`config.mk`:
```
export PLATFORM = sky130hd
export DESIGN_NAME = sensor_packet_deframer_flat
export DESIGN_NICKNAME = d
export VERILOG_FILES = /design/src/hdl/spd_pkg.sv /design/src/hdl/spd_if.sv /design/src/hdl/sensor_packet_deframer.sv /design/src/flat_wrapper.sv
export SDC_FILE = /design/constraint.sdc
export NUM_CORES = 1
export LEC_CHECK = 0
export BUFFER_PORTS_ARGS = -buffer_cell sky130_fd_sc_hd__clkbuf_2
export CORE_ASPECT_RATIO = 1.2
export CORE_MARGIN = 3
export CORE_UTILIZATION = 50
export DETAILED_ROUTE_END_ITERATION = 8
export GPL_TIMING_DRIVEN = 0
export MAX_ROUTING_LAYER = met4
export PLACE_DENSITY_LB_ADDON = 0.3
export SETUP_SLACK_MARGIN = 0.05
export SYNTH_ARGS = -nofsm -noshare
export SYNTH_HDL_FRONTEND = slang
export SYNTH_SLANG_ARGS = --single-unit
```
`constraint.sdc`:
```
create_clock -name clk_i -period 9 [get_ports clk_i]
set_clock_uncertainty 0.2 [all_clocks]
set_input_delay 1.8 -clock clk_i [delete_from_list [all_inputs] [get_ports clk_i]]
set_output_delay 1.8 -clock clk_i [all_outputs]
set_load 0.02 [all_outputs]
```
`src/hdl/spd_pkg.sv`:
```
`timescale 1ns / 1ps
`default_nettype none

package spd_pkg;

  localparam int unsigned STAMP_BYTES = 4;
  localparam int unsigned VALUE_BYTES = 8;

  localparam logic [7:0] START_BYTE_RST = 8'h53;
  localparam logic [7:0] END_BYTE_RST   = 8'h45;

  typedef logic [7:0]         byte_t;
  typedef logic [3:0]         count_t;
  typedef logic [31:0]        stamp_t;
  typedef logic signed [63:0] value_t;

  typedef enum logic {
    CFG_START_BYTE = 1'b0,
    CFG_END_BYTE   = 1'b1
  } cfg_idx_e;

  typedef enum logic [2:0] {
    PH_HUNT  = 3'd0,
    PH_TYPE  = 3'd1,
    PH_ID    = 3'd2,
    PH_STAMP = 3'd3,
    PH_VALUE = 3'd4,
    PH_CHECK = 3'd5,
    PH_END   = 3'd6
  } phase_e;

endpackage

`default_nettype wire

```
`src/hdl/spd_if.sv`:
```
`timescale 1ns / 1ps
`default_nettype none

interface spd_byte_if;
  logic           valid;
  logic           ready;
  spd_pkg::byte_t rx_byte;

  modport source (output valid, output rx_byte, input ready);
  modport sink (input valid, input rx_byte, output ready);
endinterface

interface spd_pkt_if;
  logic            valid;
  logic            ready;
  spd_pkg::byte_t  data_type;
  spd_pkg::byte_t  sensor_id;
  spd_pkg::stamp_t time_stamp;
  spd_pkg::value_t sensor_value;
  spd_pkg::byte_t  check_byte;

  modport source (
    output valid, output data_type, output sensor_id, output time_stamp,
    output sensor_value, output check_byte, input ready
  );
  modport sink (
    input valid, input data_type, input sensor_id, input time_stamp,
    input sensor_value, input check_byte, output ready
  );
endinterface

`default_nettype wire

```
`src/hdl/sensor_packet_deframer.sv`:
```
`timescale 1ns / 1ps
`default_nettype none

// Byte-stream packet deframer.
// rx_i carries one received byte per beat; pkt_o carries one decoded packet per beat:
// type, sensor id, 32-bit timestamp and 64-bit signed value (both LSB first on the
// wire) and the nonzero check byte. Zero bytes before the check byte are skipped.
// A packet is emitted only when the byte after the check byte equals end_byte; a
// wrong end byte drops the packet and the block hunts for start_byte again.
// start_byte and end_byte are written through cfg_we_i / cfg_idx_i / cfg_data_i.
// Throughput: one byte per cycle. Each byte updates the framing state in the cycle
// it is accepted; a packet appears on pkt_o in the cycle after its end byte is taken.
// pkt_o is a single output register: while it holds a packet the block keeps taking
// bytes, and stalls rx_i only when a new end byte arrives while pkt_o is still
// blocked by the receiver.
// Reset clears the framing state to hunting, empties pkt_o and restores start_byte
// to 0x53 and end_byte to 0x45.
module sensor_packet_deframer (
  input  wire                      clk_i,
  input  wire                      rst_ni,
  input  wire                      cfg_we_i,
  input  wire spd_pkg::cfg_idx_e   cfg_idx_i,
  input  wire spd_pkg::byte_t      cfg_data_i,
  spd_byte_if.sink                 rx_i,
  spd_pkt_if.source                pkt_o
);
  import spd_pkg::*;

  byte_t  start_byte_q, end_byte_q;
  phase_e phase_q, phase_d;
  count_t byte_count_q, byte_count_d;
  count_t count_inc;
  stamp_t time_accum_q, time_accum_d;
  value_t value_accum_q, value_accum_d;
  byte_t  held_type_q, held_type_d;
  byte_t  held_id_q, held_id_d;
  byte_t  held_check_q, held_check_d;

  logic   out_valid_q, out_valid_d;
  byte_t  out_type_q, out_id_q, out_check_q;
  stamp_t out_stamp_q;
  value_t out_value_q;

  logic   rx_fire;
  logic   load_pkt;
  byte_t  b;

  assign b         = rx_i.rx_byte;
  assign rx_i.ready = !(phase_q == PH_END && out_valid_q && !pkt_o.ready);
  assign rx_fire   = rx_i.valid && rx_i.ready;
  assign count_inc = byte_count_q + 4'd1;

  // next phase
  always_comb begin
    phase_d = phase_q;
    if (rx_fire) begin
      case (phase_q)
        PH_TYPE:  phase_d = PH_ID;
        PH_ID:    phase_d = PH_STAMP;
        PH_STAMP: phase_d = (count_inc >= count_t'(STAMP_BYTES)) ? PH_VALUE : PH_STAMP;
        PH_VALUE: phase_d = (count_inc >= count_t'(VALUE_BYTES)) ? PH_CHECK : PH_VALUE;
        PH_CHECK: phase_d = (b != 8'd0) ? PH_END : PH_CHECK;
        PH_END:   phase_d = PH_HUNT;
        default:  phase_d = (b == start_byte_q) ? PH_TYPE : PH_HUNT;
      endcase
    end
  end

  // datapath and result load
  always_comb begin
    byte_count_d  = byte_count_q;
    time_accum_d  = time_accum_q;
    value_accum_d = value_accum_q;
    held_type_d   = held_type_q;
    held_id_d     = held_id_q;
    held_check_d  = held_check_q;
    load_pkt      = 1'b0;
    if (rx_fire) begin
      case (phase_q)
        PH_TYPE: held_type_d = b;
        PH_ID: begin
          held_id_d    = b;
          byte_count_d = '0;
        end
        PH_STAMP: begin
          time_accum_d[8*byte_count_q[1:0] +: 8] = time_accum_q[8*byte_count_q[1:0] +: 8] | b;
          byte_count_d = (count_inc >= count_t'(STAMP_BYTES)) ? '0 : count_inc;
        end
        PH_VALUE: begin
          value_accum_d[8*byte_count_q[2:0] +: 8] =
            value_accum_q[8*byte_count_q[2:0] +: 8] | b;
          byte_count_d = (count_inc >= count_t'(VALUE_BYTES)) ? '0 : count_inc;
        end
        PH_CHECK: begin
          if (b != 8'd0) begin
            held_check_d = b;
          end
        end
        PH_END: begin
          if (b == end_byte_q) begin
            load_pkt = 1'b1;
          end else begin
            byte_count_d  = '0;
            time_accum_d  = '0;
            value_accum_d = '0;
          end
        end
        default: begin
          if (b == start_byte_q) begin
            byte_count_d  = '0;
            time_accum_d  = '0;
            value_accum_d = '0;
          end
        end
      endcase
    end
    out_valid_d = load_pkt || (out_valid_q && !pkt_o.ready);
  end

  always_ff @(posedge clk_i or negedge rst_ni) begin
    if (!rst_ni) begin
      start_byte_q  <= START_BYTE_RST;
      end_byte_q    <= END_BYTE_RST;
      phase_q       <= PH_HUNT;
      byte_count_q  <= '0;
      time_accum_q  <= '0;
      value_accum_q <= '0;
      held_type_q   <= '0;
      held_id_q     <= '0;
      held_check_q  <= '0;
      out_valid_q   <= 1'b0;
    end else begin
      if (cfg_we_i) begin
        case (cfg_idx_i)
          CFG_START_BYTE: start_byte_q <= cfg_data_i;
          CFG_END_BYTE:   end_byte_q   <= cfg_data_i;
          default:        start_byte_q <= start_byte_q;
        endcase
      end
      phase_q       <= phase_d;
      byte_count_q  <= byte_count_d;
      time_accum_q  <= time_accum_d;
      value_accum_q <= value_accum_d;
      held_type_q   <= held_type_d;
      held_id_q     <= held_id_d;
      held_check_q  <= held_check_d;
      out_valid_q   <= out_valid_d;
    end
  end

  always_ff @(posedge clk_i) begin
    if (load_pkt) begin
      out_type_q  <= held_type_q;
      out_id_q    <= held_id_q;
      out_stamp_q <= time_accum_q;
      out_value_q <= value_accum_q;
      out_check_q <= held_check_q;
    end
  end

  assign pkt_o.valid        = out_valid_q;
  assign pkt_o.data_type    = out_type_q;
  assign pkt_o.sensor_id    = out_id_q;
  assign pkt_o.time_stamp   = out_stamp_q;
  assign pkt_o.sensor_value = out_value_q;
  assign pkt_o.check_byte   = out_check_q;

  a_end_loads_pkt: assert property (@(posedge clk_i) disable iff (!rst_ni)
    rx_fire && phase_q == PH_END && b == end_byte_q |=> pkt_o.valid)
    else $error("matching end byte did not produce a packet");

  a_no_overwrite: assert property (@(posedge clk_i) disable iff (!rst_ni)
    pkt_o.valid && !pkt_o.ready && phase_q == PH_END |-> !rx_i.ready)
    else $error("end byte taken while output register blocked");

  a_hunt_exit: assert property (@(posedge clk_i) disable iff (!rst_ni)
    rx_fire && phase_q == PH_HUNT |=> phase_q == PH_HUNT || phase_q == PH_TYPE)
    else $error("hunt left to an unexpected phase");

  a_stamp_count: assert property (@(posedge clk_i) disable iff (!rst_ni)
    phase_q == PH_STAMP |-> byte_count_q < count_t'(STAMP_BYTES))
    else $error("timestamp byte count out of range");

endmodule

`default_nettype wire
```
`src/flat_wrapper.sv`:
```
// flat-port wrapper written by rule: the top's interface ports become plain ports
module sensor_packet_deframer_flat import spd_pkg::*;
  (clk_i, rst_ni, cfg_we_i, cfg_idx_i, cfg_data_i, rx_i_valid, rx_i_rx_byte, rx_i_ready, pkt_o_valid, pkt_o_data_type, pkt_o_sensor_id, pkt_o_time_stamp, pkt_o_sensor_value, pkt_o_check_byte, pkt_o_ready);
  spd_byte_if rx_i_i ();
  spd_pkt_if pkt_o_i ();
  input  wire clk_i;
  input  wire rst_ni;
  input  wire cfg_we_i;
  input  wire spd_pkg::cfg_idx_e cfg_idx_i;
  input  wire spd_pkg::byte_t cfg_data_i;
  input wire logic [$bits(rx_i_i.valid)-1:0] rx_i_valid;
  input wire logic [$bits(rx_i_i.rx_byte)-1:0] rx_i_rx_byte;
  output wire logic [$bits(rx_i_i.ready)-1:0] rx_i_ready;
  output wire logic [$bits(pkt_o_i.valid)-1:0] pkt_o_valid;
  output wire logic [$bits(pkt_o_i.data_type)-1:0] pkt_o_data_type;
  output wire logic [$bits(pkt_o_i.sensor_id)-1:0] pkt_o_sensor_id;
  output wire logic [$bits(pkt_o_i.time_stamp)-1:0] pkt_o_time_stamp;
  output wire logic [$bits(pkt_o_i.sensor_value)-1:0] pkt_o_sensor_value;
  output wire logic [$bits(pkt_o_i.check_byte)-1:0] pkt_o_check_byte;
  input wire logic [$bits(pkt_o_i.ready)-1:0] pkt_o_ready;
  assign rx_i_i.valid = rx_i_valid;
  assign rx_i_i.rx_byte = rx_i_rx_byte;
  assign rx_i_ready = rx_i_i.ready;
  assign pkt_o_valid = pkt_o_i.valid;
  assign pkt_o_data_type = pkt_o_i.data_type;
  assign pkt_o_sensor_id = pkt_o_i.sensor_id;
  assign pkt_o_time_stamp = pkt_o_i.time_stamp;
  assign pkt_o_sensor_value = pkt_o_i.sensor_value;
  assign pkt_o_check_byte = pkt_o_i.check_byte;
  assign pkt_o_i.ready = pkt_o_ready;
  sensor_packet_deframer u_core (.clk_i(clk_i), .rst_ni(rst_ni), .cfg_we_i(cfg_we_i), .cfg_idx_i(cfg_idx_i), .cfg_data_i(cfg_data_i), .rx_i(rx_i_i), .pkt_o(pkt_o_i));
endmodule
```
Word level (Yosys, flattened, before mapping)
Cells that the tools add are included.

Output and inout bits: 122. Flip-flop bits (word level): 264.

$add $sub $neg: 3. Bitwise gates (word level): 6. Reductions and logical operators: 22. Equal/unequal tests: 9. Shift-type cells: 6. Mux-type cells: 21. Order comparisons: 2.

Operators by type and width (number): one-hot mux 64 bit (3 select lines) (1); 2-to-1 mux 64 bit (2); one-hot mux 32 bit (3 select lines) (1); bitwise mux 64 bit (1); 2-to-1 mux 32 bit (2); variable shift 8 x 34 -> 64 bit, first input constant (1); indexed part select 64 x 7 -> 8 bit (1); indexed part select 8 x 34 -> 64 bit (1); negation 5 -> 34 bit (1); negation 6 -> 34 bit (1); variable shift 8 x 34 -> 32 bit, first input constant (1); indexed part select 8 x 34 -> 32 bit (1); bitwise mux 32 bit (1); indexed part select 32 x 6 -> 8 bit (1); one-hot mux 4 bit (5 select lines) (1); one-hot mux 3 bit (6 select lines) (1); == test 8 bit (2); 2-to-1 mux 4 bit (4); bitwise OR 8 bit (2); AND reduction 4 bit (3); == test 3 bit, second input constant (3); AND reduction 2 bit (4); nonzero test 8 bit (1); OR reduction 4 bit (2); other kinds (17) (30).

Logic depth before layout (Yosys ltp)
Depth in word-level cells: 7. Gate-level depth with buffers: 12.

Worst setup path before layout
No wires, ideal clock.

Kind: input to register. Start: input rx_i_rx_byte[5]. End: register u_core.out_check_q[0] (netlist: u_core.pkt_o.check_byte[0]), enable pin. Buffers on the path: 1. Setup time: 0.601 ns. Slack: 0.655 ns. Stages on the path: 5. Arrival: 7.544 ns. Cells stage by stage: buf_2 xor2_1 nor4_1 nand3_1 nor2_1.

Longest elaborated chain between the ends: 4.

RTL lines: start: declaration (line flat_wrapper.sv:12) `input wire logic [$bits(rx_i_i.rx_byte)-1:0] rx_i_rx_byte;`; == test 8 bit (line sensor_packet_deframer.sv:100) `if (b == end_byte_q) begin`; 2-to-1 mux 1 bit (line sensor_packet_deframer.sv:100); 2-to-1 mux 1 bit (line sensor_packet_deframer.sv:79) `case (phase_q)`; 2-to-1 mux 1 bit (line sensor_packet_deframer.sv:78) `if (rx_fire) begin`; named net u_core.load_pkt (line sensor_packet_deframer.sv:45) `logic load_pkt;`; end signal: assignment (line sensor_packet_deframer.sv:157) `out_check_q <= held_check_q;`; end: declaration (line sensor_packet_deframer.sv:40) `byte_t out_type_q, out_id_q, out_check_q;`.

The timed path passes the listed nets, and every way through them passes these cells. A chain may end at the register's enable or synchronous reset.

Worst setup path in the final report
Start: input pkt_o_ready. End: output rx_i_ready.

Longest elaborated chain between the ends: 3.

RTL lines: start: declaration (line flat_wrapper.sv:20) `input wire logic [$bits(pkt_o_i.ready)-1:0] pkt_o_ready;`; zero test 1 bit (line sensor_packet_deframer.sv:49) `assign rx_i.ready = !(phase_q == PH_END && out_valid_q && !pkt_o.ready);`; logical AND 1 bit (line sensor_packet_deframer.sv:49); zero test 1 bit (line sensor_packet_deframer.sv:49); end: declaration (line flat_wrapper.sv:13) `output wire logic [$bits(rx_i_i.ready)-1:0] rx_i_ready;`.

Every way passes these cells.

==> flow_metrics.tcl <==
set metrics [dict create \
    finalSetupViolations 0 \
    cts_buffers 25 \
    dpl.cell_count 1183 \
    critPathRequiredTime_ns 7.00 \
    yosysTopAreaCell "edfxtp_1" \
    die-area_um2 23800 \
    nets 969 \
    antenna_found_initial 0 \
    synthFlopType "dfrtp_1" \
    syn-num-nets 802 \
    multi_input_area_um2 3320 \
    yosys-top-cells-count "dfrtp_1, edfxtp_1, inv_1" \
    clk_path_buf_depth 3 \
    crit_start "pkt_o_ready" \
    design_area_um2 13000 \
    cp_max_fo 3 \
    post-cts-setup-buffers 0 \
    routed_wirelength_um 26500 \
    final.fill_count 1643 \
    final_max_slew_viol_count 0 \
    drcViolationCount 0 \
    rr_worst_depth 10 \
    antenna_cells 0 \
    path_depth 3 \
    dr.pass1.iters 5 \
    grt_use_total_pct 22.9 \
    cts_resized 0 \
    routedWlPerCell_um 21.6 \
    grt_pass1_wl_um 41200 \
    hpwl_um 17600 \
    synth_cell_types 56 \
    ys_top_cells_by_area "edfxtp_1, dfrtp_1, mux4_2, mux2_2, mux2i_1" \
    rsz0062_at_grt "false" \
    seq_area_frac_synth_pct 65.8 \
    path_cells "clkbuf_2 -> or4_4 -> clkbuf_2" \
    yosysWarningCount 0 \
    clk_latency_ns 0.53 \
    synth_seq_cells 264 \
    path_delay_family "simple AND/OR/NAND/NOR gates" \
    power.density_nw_per_um2 274 \
    clock.fmax_mhz 219 \
    finalCoreUtilization_pct 61.0 \
    row_count 58 \
    r2r-end "u_core.value_accum_q[52]" \
    tightest_slew_ns 1.28 \
    placed_cell_area_um2 12100 \
    post-synth-top-count-cell "dfrtp_1" \
    syn_avg_cell_area_um2 14.2 \
    drive_gt1_share_pct 31.4 \
    stdcell_count 1229 \
    grt-ovfl-total 0 \
    rrSetupSlack_ns 4.90 \
    period_needed_ns 4.56 \
    cts_num_sinks 264 \
    cpPeakStageDelay_ns 0.49 \
    cts_max_level 1 \
    grt_pass1_vias 7123 \
    maxCapViolations 0 \
    vdd_ir_drop_max_mv 0.187 \
    slew_headroom_pct 14.2 \
    ctsHoldBuffers 0 \
    r2r_start "u_core.byte_count_q[1]" \
    vias 7139 \
    synth_edf_count 120 \
    critPathBufInv 2 \
    initial_core_util_pct 51.6 \
    ios 144 \
    vias_per_cell 5.81 \
    grt_max_degree 83 \
    fin_crit_sh_pct 50.6 \
    syn_area_um2 11000 \
    port_buffers 135 \
    endpoint_kind "primary output" \
    start_kind "input port" \
    cts_tree "yes" \
    clkTransAtPathRegs_ns 0.07 \
    gp_congestion 0.900 \
    cts-root-buf "clkbuf_16" \
    synth_top_area_share_pct 32.8 \
    cp.arrival_ns 2.56 \
    crit_top_cell "clkbuf_2" \
    status "complete, no violations" \
    netlist_instances 773 \
    synthArstFlopShare_pct 54.5 \
    slowest_stage "or4_4" \
    setup-tns-final_ns 0 \
    area_growth_pct 18.1 \
    hold_path_class "flip-flop to flip-flop" \
    die_x_um 141 \
    p_leak_nw 5.29 \
    layout.area.seq_um2 7220 \
    crit_end "rx_i_ready" \
    fp.dieH_um 168 \
    worst-setup-path-type "input port to primary output" \
    hold_viol 0 \
    drtAntennaViolNets 0 \
    p_total_mw 3.55 \
    drtIter0Drc 549 \
    core_um2 21300 \
]
[layer usage]
layer / global-route usage [%] / wire length, um / share of wire [%]
met1: 29.1 / 10300 / 39
met2: 38.1 / 13600 / 51
met3: 2.93 / 1590 / 6.0
met4: 8.13 / 1010 / 3.8
met5: - / 0 / 0
[power breakdown]
group | internal (mW) | switching, mW
sequential | 1.51 | 0.154
combinational | 0.336 | 0.458
clock | 0.633 | 0.461
[cell families after synthesis]
family	share of synthesized area [%]
simple gates	8.12
fa+ha+maj	0.798
flops	65.8
compound gates	7.61
buf+inv	4.13
mux	12.1
xor+xnor	1.44
[how the worst min path moves through the flow]
| stage | from | to | slack, ns | cells after the start |
|---|---|---|---|---|
| 2_1_floorplan | u_core.held_check_q[0] | u_core.pkt_o.check_byte[0] | 0.22 | 0 |
| 3_3_place_gp | u_core.held_check_q[5] | u_core.pkt_o.check_byte[5] | 0.23 | 0 |
| 3_5_place_dp | u_core.held_id_q[5] | u_core.pkt_o.sensor_id[5] | 0.23 | 0 |
| 4_1_cts | u_core.held_check_q[0] | u_core.pkt_o.check_byte[0] | 0.25 | 0 |
| 5_1_grt | u_core.held_id_q[5] | u_core.pkt_o.sensor_id[5] | 0.25 | 0 |
| 6_report | u_core.held_check_q[0] | u_core.pkt_o.check_byte[0] | 0.25 | 0 |
[cell usage in the layout, fill, tap and decap left out, types with 10 or more instances in the layout]
master	Yosys	final
buf_2	14	14
o21ai_0	37	37
mux2i_1	34	34
clkbuf_2	0	134
clkbuf_1	12	15
nand4_1	35	35
xor2_1	10	10
o2bb2ai_1	16	16
and2_1	10	10
clkbuf_16	0	25
mux4_2	24	24
nand2_1	46	46
nor2_1	26	25
a21oi_1	10	10
mux2_2	40	40
edfxtp_1	120	120
inv_1	69	69
dfrtp_1	137	137
[stage by stage]
stage | hold WS (ns) | worst slack, ns
5_1_grt | 0.250 | 4.43
2_1_floorplan | 0.221 | 0.655
4_1_cts | 0.246 | 4.44
6_report | 0.245 | 4.44
3_5_place_dp | 0.230 | 4.42
3_3_place_gp | 0.228 | -1.72
[layout make-up]
| cell class | instances | area share [%] |
|---|---|---|
| Sequential cell | 264 | 55.7 |
| Multi-Input combinational cell | 405 | 25.6 |
| Timing Repair Buffer | 140 | 6.01 |
| Clock buffer | 28 | 4.91 |
| Tap cell | 270 | 2.61 |
| Inverter | 71 | 2.06 |
| Clock inverter | 18 | 1.66 |
| Buffer | 33 | 1.44 |
[state kept, by name, summed over array words and instances (netlist names)]
register	flops
u_core.byte_count_q	4
u_core.end_byte_q	8
u_core.held_check_q	8
u_core.held_id_q	8
u_core.held_type_q	8
u_core.phase_q	3
u_core.pkt_o.check_byte	8
u_core.pkt_o.data_type	8
u_core.pkt_o.sensor_id	8
u_core.pkt_o.sensor_value	64
u_core.pkt_o.time_stamp	32
u_core.pkt_o.valid	1
u_core.start_byte_q	8
u_core.time_accum_q	32
u_core.value_accum_q	64
Note: power is estimated with default switching activity, not from simulation.
